[config.mk]
export PLATFORM = sky130hd
export DESIGN_NAME = fifo_or_edf_wait_queue_top
export DESIGN_NICKNAME = d
export VERILOG_FILES = /design/src/sv/fewq_pkg.sv /design/src/sv/fewq_cell.sv /design/src/sv/fifo_or_edf_wait_queue_top.sv
export SDC_FILE = /design/constraint.sdc
export NUM_CORES = 2
export LEC_CHECK = 0
export ABC_AREA = 1
export ABC_CLOCK_PERIOD_IN_PS = 5400
export BUFFER_PORTS_ARGS = -buffer_cell sky130_fd_sc_hd__buf_2
export CORE_MARGIN = 8
export CORE_UTILIZATION = 54
export DETAILED_ROUTE_END_ITERATION = 6
export PLACE_DENSITY = 0.74
export RECOVER_POWER = 100
export SYNTH_ARGS = -nofsm -noshare
export SYNTH_HDL_FRONTEND = slang
export SYNTH_SLANG_ARGS = --single-unit
[constraint.sdc]
create_clock -name clk_i -period 5.4 [get_ports clk_i]
set_input_delay 0.54 -clock clk_i [delete_from_list [all_inputs] [get_ports clk_i]]
set_output_delay 0.54 -clock clk_i [all_outputs]
set_load 0.02 [all_outputs]
[src/sv/fewq_pkg.sv]
`default_nettype none

package fewq_pkg;

  // Operation codes carried in the mode field.
  localparam logic ModeInsert = 1'b0;
  localparam logic ModePop    = 1'b1;

  // Ordering policy codes held in the configuration register.
  localparam logic PolicyFifo = 1'b0;
  localparam logic PolicyEdf  = 1'b1;

  localparam int unsigned IdW  = 8;
  localparam int unsigned KeyW = 32;
  localparam int unsigned OccW = 5;

  // One input beat.
  typedef struct packed {
    logic            mode;
    logic [IdW-1:0]  requester_id;
    logic [KeyW-1:0] last_compile_time;
  } fewq_in_t;

  // One result beat.
  typedef struct packed {
    logic [IdW-1:0]  popped_id;
    logic            pop_valid;
    logic            insert_dropped;
    logic [OccW-1:0] occupancy;
  } fewq_out_t;

  // One queue entry as held in a cell.
  typedef struct packed {
    logic [IdW-1:0]  id;
    logic [KeyW-1:0] key;
  } fewq_entry_t;

  // Command broadcast to every cell of the chain.
  typedef struct packed {
    logic            ins;
    logic            pop;
    logic            edf;
    logic [IdW-1:0]  new_id;
    logic [KeyW-1:0] new_key;
  } fewq_cmd_t;

endpackage

`default_nettype wire

[src/sv/fewq_cell.sv]
`default_nettype none

module fewq_cell import fewq_pkg::*; (
  input  wire         clk_i,
  input  fewq_cmd_t   cmd_i,
  input  wire         occupied_i,
  input  wire         prev_hit_i,
  input  fewq_entry_t left_i,
  input  fewq_entry_t right_i,
  output logic        hit_o,
  output fewq_entry_t entry_o
);

  fewq_entry_t entry_q;
  fewq_entry_t entry_d;
  logic        own_hit;

  // This cell is the insert point if it is empty or, under EDF, holds a
  // strictly greater key. The hit ripples down so that only the first one counts.
  assign own_hit = !occupied_i || (cmd_i.edf && (cmd_i.new_key < entry_q.key));
  assign hit_o   = prev_hit_i || own_hit;

  // Next entry: shift toward the tail behind the insert point, take the new
  // entry at the insert point, or shift toward the head on a pop.
  always_comb begin
    entry_d = entry_q;
    if (cmd_i.ins) begin
      if (prev_hit_i) begin
        entry_d = left_i;
      end else if (own_hit) begin
        entry_d.id  = cmd_i.new_id;
        entry_d.key = cmd_i.new_key;
      end
    end else if (cmd_i.pop) begin
      entry_d = right_i;
    end
  end

  // Payload storage needs no reset.
  always_ff @(posedge clk_i) begin
    entry_q <= entry_d;
  end

  assign entry_o = entry_q;

endmodule

`default_nettype wire

[src/sv/fifo_or_edf_wait_queue_top.sv]
`default_nettype none

// Channel | Signals                           | Direction
// --------+-----------------------------------+----------
// in      | in_valid_i, in_ready_o, in_data_i | request beats into the queue
// out     | out_valid_o, out_ready_i, out_data_o | one result beat per request
// cfg     | cfg_valid_i, cfg_ready_o, cfg_data_i | policy register write
//
// Each request is handled at once: all cells compare the new key in parallel
// and the row shifts on the same edge, so a beat can be taken every cycle.
// The result sits in an output register; a new beat is taken whenever that
// register is empty or being drained, so out_ready_i low stalls the input.
// Reset empties the queue and selects FIFO policy; there is no clearing pass.

module fifo_or_edf_wait_queue_top import fewq_pkg::*; #(
  parameter int unsigned DEPTH = 16
) (
  input  wire       clk_i,
  input  wire       rst_ni,
  input  wire       in_valid_i,
  output logic      in_ready_o,
  input  fewq_in_t  in_data_i,
  output logic      out_valid_o,
  input  wire       out_ready_i,
  output fewq_out_t out_data_o,
  input  wire       cfg_valid_i,
  output logic      cfg_ready_o,
  input  wire       cfg_data_i
);

  localparam int unsigned CntW = $clog2(DEPTH + 1);

  logic            policy_q;
  logic [CntW-1:0] count_q;
  logic [CntW-1:0] count_d;
  logic            out_valid_q;
  fewq_out_t       out_data_q;
  fewq_out_t       out_data_d;

  logic            in_fire;
  logic            full;
  logic            empty;
  fewq_cmd_t       cmd;

  logic        [DEPTH-1:0] occupied;
  logic        [DEPTH-1:0] hit;
  fewq_entry_t [DEPTH-1:0] entries;

  assign in_ready_o  = !out_valid_q || out_ready_i;
  assign in_fire     = in_valid_i && in_ready_o;
  assign cfg_ready_o = 1'b1;
  assign full        = (count_q == CntW'(DEPTH));
  assign empty       = (count_q == '0);

  // Command to the cell row; refused operations leave the cells alone.
  always_comb begin
    cmd.ins     = in_fire && (in_data_i.mode == ModeInsert) && !full;
    cmd.pop     = in_fire && (in_data_i.mode == ModePop) && !empty;
    cmd.edf     = (policy_q == PolicyEdf);
    cmd.new_id  = in_data_i.requester_id;
    cmd.new_key = in_data_i.last_compile_time;
  end

  // The row of cells, head at index 0.
  for (genvar g = 0; g < DEPTH; g++) begin : g_cell
    fewq_entry_t left_e;
    fewq_entry_t right_e;
    logic        prev_hit;

    assign occupied[g] = (count_q > CntW'(g));

    if (g == 0) begin : g_head
      assign left_e   = '0;
      assign prev_hit = 1'b0;
    end else begin : g_mid
      assign left_e   = entries[g-1];
      assign prev_hit = hit[g-1];
    end

    if (g == DEPTH - 1) begin : g_tail
      assign right_e = '0;
    end else begin : g_body
      assign right_e = entries[g+1];
    end

    fewq_cell u_cell (
      .clk_i      (clk_i),
      .cmd_i      (cmd),
      .occupied_i (occupied[g]),
      .prev_hit_i (prev_hit),
      .left_i     (left_e),
      .right_i    (right_e),
      .hit_o      (hit[g]),
      .entry_o    (entries[g])
    );
  end

  // Entry count and the result of the beat being taken.
  always_comb begin
    count_d = count_q;
    if (cmd.ins) begin
      count_d = count_q + CntW'(1);
    end else if (cmd.pop) begin
      count_d = count_q - CntW'(1);
    end
    out_data_d.popped_id      = cmd.pop ? entries[0].id : '0;
    out_data_d.pop_valid      = cmd.pop;
    out_data_d.insert_dropped = in_fire && (in_data_i.mode == ModeInsert) && full;
    out_data_d.occupancy      = OccW'(count_d);
  end

  // Control state, policy register and the output register.
  always_ff @(posedge clk_i or negedge rst_ni) begin
    if (!rst_ni) begin
      policy_q    <= PolicyFifo;
      count_q     <= '0;
      out_valid_q <= 1'b0;
      out_data_q  <= '0;
    end else begin
      if (cfg_valid_i) begin
        policy_q <= cfg_data_i;
      end
      count_q <= count_d;
      if (in_fire) begin
        out_valid_q <= 1'b1;
        out_data_q  <= out_data_d;
      end else if (out_ready_i) begin
        out_valid_q <= 1'b0;
      end
    end
  end

  assign out_valid_o = out_valid_q;
  assign out_data_o  = out_data_q;

`ifndef SYNTHESIS
  // The count never exceeds the number of cells.
  a_count_bound: assert property (@(posedge clk_i) disable iff (!rst_ni)
    count_q <= CntW'(DEPTH))
    else $error("queue count above depth");

  // A result never reports both a pop and a dropped insert.
  a_result_excl: assert property (@(posedge clk_i) disable iff (!rst_ni)
    out_valid_o |-> !(out_data_o.pop_valid && out_data_o.insert_dropped))
    else $error("pop and drop flagged together");

  // A pop on a non-empty queue lowers the count by one.
  a_pop_count: assert property (@(posedge clk_i) disable iff (!rst_ni)
    (in_fire && (in_data_i.mode == ModePop) && !empty)
      |=> (count_q == $past(count_q) - CntW'(1)))
    else $error("pop did not lower the count");

  // An insert into a full queue is flagged and leaves the count unchanged.
  a_full_drop: assert property (@(posedge clk_i) disable iff (!rst_ni)
    (in_fire && (in_data_i.mode == ModeInsert) && full)
      |=> (out_data_o.insert_dropped && full))
    else $error("insert into full queue not dropped");
`endif

endmodule

`default_nettype wire
==> reports/metrics.json <==
{
  "wirelength": {"value": 137, "unit": "mm"},
  "dominant_register_cell_in_the_synthesized_netlist": {"value": "sky130_fd_sc_hd__edfxtp_1"},
  "synthDominantAreaCellType": {"value": "sky130_fd_sc_hd__edfxtp_1"},
  "placeableCoreArea": {"value": 81600, "unit": "sq um"},
  "final-hold-violation-count": {"value": 0},
  "timing.critical_path.fanout_max": {"value": 40},
  "drv_cap": {"value": 15},
  "tightest_pin_transition": {"value": 2400, "unit": "ps"},
  "power": {"value": 17.7, "unit": "mW"},
  "drc_errors": {"value": 0},
  "final_min_period_over_clock_period": {"value": 93.8, "unit": "%"},
  "clockPowerShare": {"value": 28.4, "unit": "%"},
  "tritoncts": {"value": "yes"},
  "maxUsedRoutingLayer": {"value": "met5"},
  "fmax": {"value": 198, "unit": "MHz"},
  "vias_in_the_first_global_route": {"value": 36300},
  "htree_num_levels": {"value": 3},
  "async_set_or_reset_flop_fraction_in_the_synthesized_netlist": {"value": 3.32, "unit": "%"},
  "number_of_warnings_printed_during_yosys_synthesis": {"value": 0},
  "routedLengthMet1": {"value": 55.0, "unit": "mm"},
  "critical_path.slowest_cell": {"value": "sky130_fd_sc_hd__nor4_1"},
  "first_pass_grt_wire_length": {"value": 210, "unit": "mm"},
  "crit_path_frequent_cell": {"value": "sky130_fd_sc_hd__inv_1"},
  "die_x": {"value": 302, "unit": "um"},
  "final_core_util": {"value": 58.4, "unit": "%"},
  "required_time_worst_endpoint": {"value": 5710, "unit": "ps"},
  "synth_cell_types": {"value": 45},
  "chipHeight": {"value": 302, "unit": "um"},
  "grt_usage": {"value": 29.4, "unit": "%"},
  "cts.reportedPaths.clkPinSlew": {"value": 60, "unit": "ps"},
  "pre_cts_ws": {"value": 259, "unit": "ps"},
  "detail_route.first_pass.iterations": {"value": 6},
  "placement.io_buffers": {"value": 63},
  "result_of_the_run": {"value": "finished, violations left"},
  "synth-compound-area-share": {"value": 15.9, "unit": "%"},
  "postRouteAntennaNets": {"value": 0},
  "internal_power": {"value": 11.2, "unit": "mW"},
  "critPathKind": {"value": "reg -> reg"},
  "cells_along_the_critical_path": {"value": "inv_1 -> ha_1 -> nand2_1 -> nor2_1 -> nand4_1 -> nor4_1 -> buf_4 -> o21ai_0 -> a21oi_1 -> nand4_4 -> nor2_4 -> inv_1 -> buf_6 -> nand3_1 -> o221ai_1"},
  "crit_family": {"value": "simple AND/OR/NAND/NOR gates"},
  "clock-sinks": {"value": 662},
  "ir_worst_vdd": {"value": 0.339, "unit": "mV"},
  "ios": {"value": 65},
  "worst-endpoint-arrival": {"value": 5370, "unit": "ps"},
  "yosysMostFrequentCell": {"value": "sky130_fd_sc_hd__inv_1"},
  "clock_tree.root_cell": {"value": "sky130_fd_sc_hd__clkbuf_16"},
  "timing.critical_path.buf_inv": {"value": 4},
  "synthesis.area": {"value": 44300, "unit": "sq um"},
  "power_frac_seq": {"value": 41.2, "unit": "%"},
  "pin_count_of_the_biggest_net_entering_global_routing": {"value": 245},
  "violated_checks": {"value": "max-capacitance violations, max-slew violations"},
  "timing_max_transition_violations_final": {"value": 1287},
  "yosys-mux-area-fraction": {"value": 0, "unit": "%"},
  "place.detailed.instances": {"value": 5827},
  "end_kind": {"value": "register"},
  "setup_tns": {"value": 0, "unit": "ps"},
  "ctsResizeCount": {"value": 0},
  "design.die.area": {"value": 91400, "unit": "sq um"},
  "routed_wire_length_per_instance": {"value": 23.0, "unit": "um"},
  "synth_simple_gate_area_share": {"value": 16.3, "unit": "%"},
  "post_drt_via_cell_ratio": {"value": 6.39},
  "synth.top_cells.by_count": {"value": "sky130_fd_sc_hd__inv_1 (736), sky130_fd_sc_hd__nand2_1 (710), sky130_fd_sc_hd__edfxtp_1 (640)"},
  "postSynthRegisterBits": {"value": 662},
  "clkLatencyLatePin": {"value": 650, "unit": "ps"},
  "synth.net_count": {"value": 5488},
  "rsz0062_at_grt": {"value": "no"},
  "final_cells": {"value": 5966},
  "antenna_found_initial": {"value": 3},
  "grt_overflow": {"value": 0},
  "synth-edff-count": {"value": 640},
  "largest_stage_delay_on_the_critical_path": {"value": 820, "unit": "ps"},
  "synth_fa_ha_area_share": {"value": 14.2, "unit": "%"},
  "leakagePower": {"value": 20.3, "unit": "nW"},
  "combinational_cell_fraction_of_total_power": {"value": 30.4, "unit": "%"},
  "routabilityCongestion": {"value": 0.952},
  "dr_wl_met3": {"value": 13.9, "unit": "mm"},
  "net_switching_share_of_the_total_power": {"value": 36.9, "unit": "%"},
  "routed-wl-met2": {"value": 61.0, "unit": "mm"},
  "fin_skew": {"value": 38.9, "unit": "ps"},
  "area.growth.synth_to_final": {"value": 7.54, "unit": "%"},
  "initial_utilization": {"value": 54.3, "unit": "%"},
  "std_cell_rows": {"value": 105},
  "synth_area_per_cell": {"value": 8.96, "unit": "sq um"},
  "layout_cell_share_with_drive_strength_beyond_1": {"value": 4.72, "unit": "%"},
  "layout_min_cycle_time": {"value": 5060, "unit": "ps"},
  "synth_cells": {"value": 4940},
  "startpoint_type": {"value": "register"},
  "setup_ws": {"value": 337, "unit": "ps"},
  "synth_top_area_share": {"value": 43.4, "unit": "%"},
  "final_nets": {"value": 5385},
  "yosysSeqAreaShare": {"value": 44.6, "unit": "%"},
  "clock_buffer_depth": {"value": 3},
  "hold_class": {"value": "in -> reg"},
  "finalSetupViolations": {"value": 0},
  "synth_top_family_by_area": {"value": "simple AND/OR/NAND/NOR gates"},
  "post_detailed_placement_half_perimeter_wirelength": {"value": 91.4, "unit": "mm"},
  "cts_buffers": {"value": 77},
  "routed-via-count": {"value": 38100},
  "first_iter_violations": {"value": 4692},
  "timing.max_slew.rel_slack": {"value": -60.3, "unit": "%"},
  "yosys.area_share.xor_xnor": {"value": 0.0593, "unit": "%"},
  "power.density": {"value": 372, "unit": "nW/um^2"},
  "synth_top_cells_by_area": {"value": "sky130_fd_sc_hd__edfxtp_1 (43%), sky130_fd_sc_hd__ha_1 (14%), sky130_fd_sc_hd__nand3_1 (6.8%), sky130_fd_sc_hd__o221ai_1 (6.3%), sky130_fd_sc_hd__inv_1 (6.2%)"},
  "p_switching": {"value": 6.54, "unit": "mW"},
  "nFillCells": {"value": 7021}
}
-- final timing paths --
kind                                              startpoint                      endpoint  slack [ps]  cells after the start
min in group asynchronous                             rst_ni                 out_data_o[5]         820                      2
worst min-delay path                             out_ready_i                   out_valid_o         220                      4
max in group asynchronous                             rst_ni                   out_valid_o        3680                      2
worst max register to register  g_cell[7].u_cell.entry_o[31]  g_cell[9].u_cell.entry_o[13]         340                     15
worst max-delay path            g_cell[7].u_cell.entry_o[31]  g_cell[9].u_cell.entry_o[13]         340                     15
worst min register to register  g_cell[0].u_cell.entry_o[38]                out_data_o[13]         480                      2
-- logic make-up (layout without fill, tap and decap cells) --
family / after synthesis / after routing
fa+ha+maj: 501 / 501
compound gates: 1089 / 1089
xor+xnor: 3 / 3
buf+inv: 1054 / 1009
simple gates: 1630 / 1630
other cells: 1 / 2
flops: 662 / 662
-- repair_timing --
| item | in CTS | in global routing |
|---|---|---|
| setup buffers | 0 | 0 |
| endpoints found under the hold margin | 22 | 0 |
| hold buffers | 1 | 0 |
-- registers in the layout, summed over array words and instances, names as in the netlist --
signal	cells
g_cell.u_cell.entry_o	640
out_data_o	15
count_q	5
out_valid_o	1
policy_q	1
-- routing by layer --
| layer | track usage [%] | vias up |
|---|---|---|
| met5 | 0 | - |
| met3 | 5.07 | 367 |
| met2 | 46.1 | 2068 |
| met1 | 39.6 | 18100 |
| li1 | - | 17500 |
| met4 | 13.7 | 2 |
-- power groups by stage --
stage	combinational (mW)	sequential [mW]	clock, mW
floorplan	3.43	7.26	0
global placement	5.14	7.34	0
detailed placement	5.30	7.37	0
CTS	5.33	7.27	5.06
global route	5.90	7.39	5.25
finish	5.38	7.30	5.03
-- through the flow --
step | cell area, sq um | hold WS [ps]
after floorplan | 44300 | 244
after global placement | 45500 | 455
after detailed placement | 45500 | 464
after CTS | 47900 | 186
after global routing | 47600 | 246
final | 47600 | 217
-- layout make-up --
cell class	instances	area, sq um	share of cell area, %
Antenna cell	1	2.50	0.00526
Timing Repair Buffer	128	763	1.60
Tap cell	1070	1340	2.81
Clock inverter	41	274	0.575
Clock buffer	96	2070	4.35
Multi-Input combinational cell	3224	20600	43.3
Sequential cell	662	19800	41.5
Inverter	744	2800	5.88
-- tightest hold or removal path: stages --
cell                      delay [ps]
sky130_fd_sc_hd__buf_2            80
sky130_fd_sc_hd__inv_1            30
sky130_fd_sc_hd__nand2_1          90
sky130_fd_sc_hd__nand2_1          60
-- cells in the final DEF, fill, tap and decap left out, types with 5 or more instances in the layout --
| cell | count |
|---|---|
| sky130_fd_sc_hd__inv_1 | 735 |
| sky130_fd_sc_hd__nand2_1 | 707 |
| sky130_fd_sc_hd__edfxtp_1 | 640 |
| sky130_fd_sc_hd__nand3_1 | 598 |
| sky130_fd_sc_hd__ha_1 | 501 |
| sky130_fd_sc_hd__a21oi_1 | 325 |
| sky130_fd_sc_hd__o221ai_1 | 316 |
| sky130_fd_sc_hd__o21ai_0 | 286 |
| sky130_fd_sc_hd__nor2_1 | 198 |
| sky130_fd_sc_hd__o211ai_1 | 101 |
| sky130_fd_sc_hd__nand4_1 | 82 |
| sky130_fd_sc_hd__clkbuf_16 | 79 |
| sky130_fd_sc_hd__buf_2 | 47 |
| sky130_fd_sc_hd__clkbuf_1 | 39 |
| sky130_fd_sc_hd__buf_4 | 27 |
| sky130_fd_sc_hd__nor3_1 | 25 |
| sky130_fd_sc_hd__dfrtp_1 | 22 |
| sky130_fd_sc_hd__clkinv_1 | 20 |
| sky130_fd_sc_hd__a211oi_1 | 18 |
| sky130_fd_sc_hd__clkbuf_2 | 15 |
| sky130_fd_sc_hd__clkinv_2 | 14 |
| sky130_fd_sc_hd__o21a_1 | 8 |
| sky130_fd_sc_hd__clkbuf_4 | 7 |
| sky130_fd_sc_hd__a31oi_1 | 6 |
| sky130_fd_sc_hd__inv_2 | 5 |
| sky130_fd_sc_hd__o31ai_1 | 5 |
| sky130_fd_sc_hd__nor4_1 | 5 |
Power figures use the tool's default switching activity.
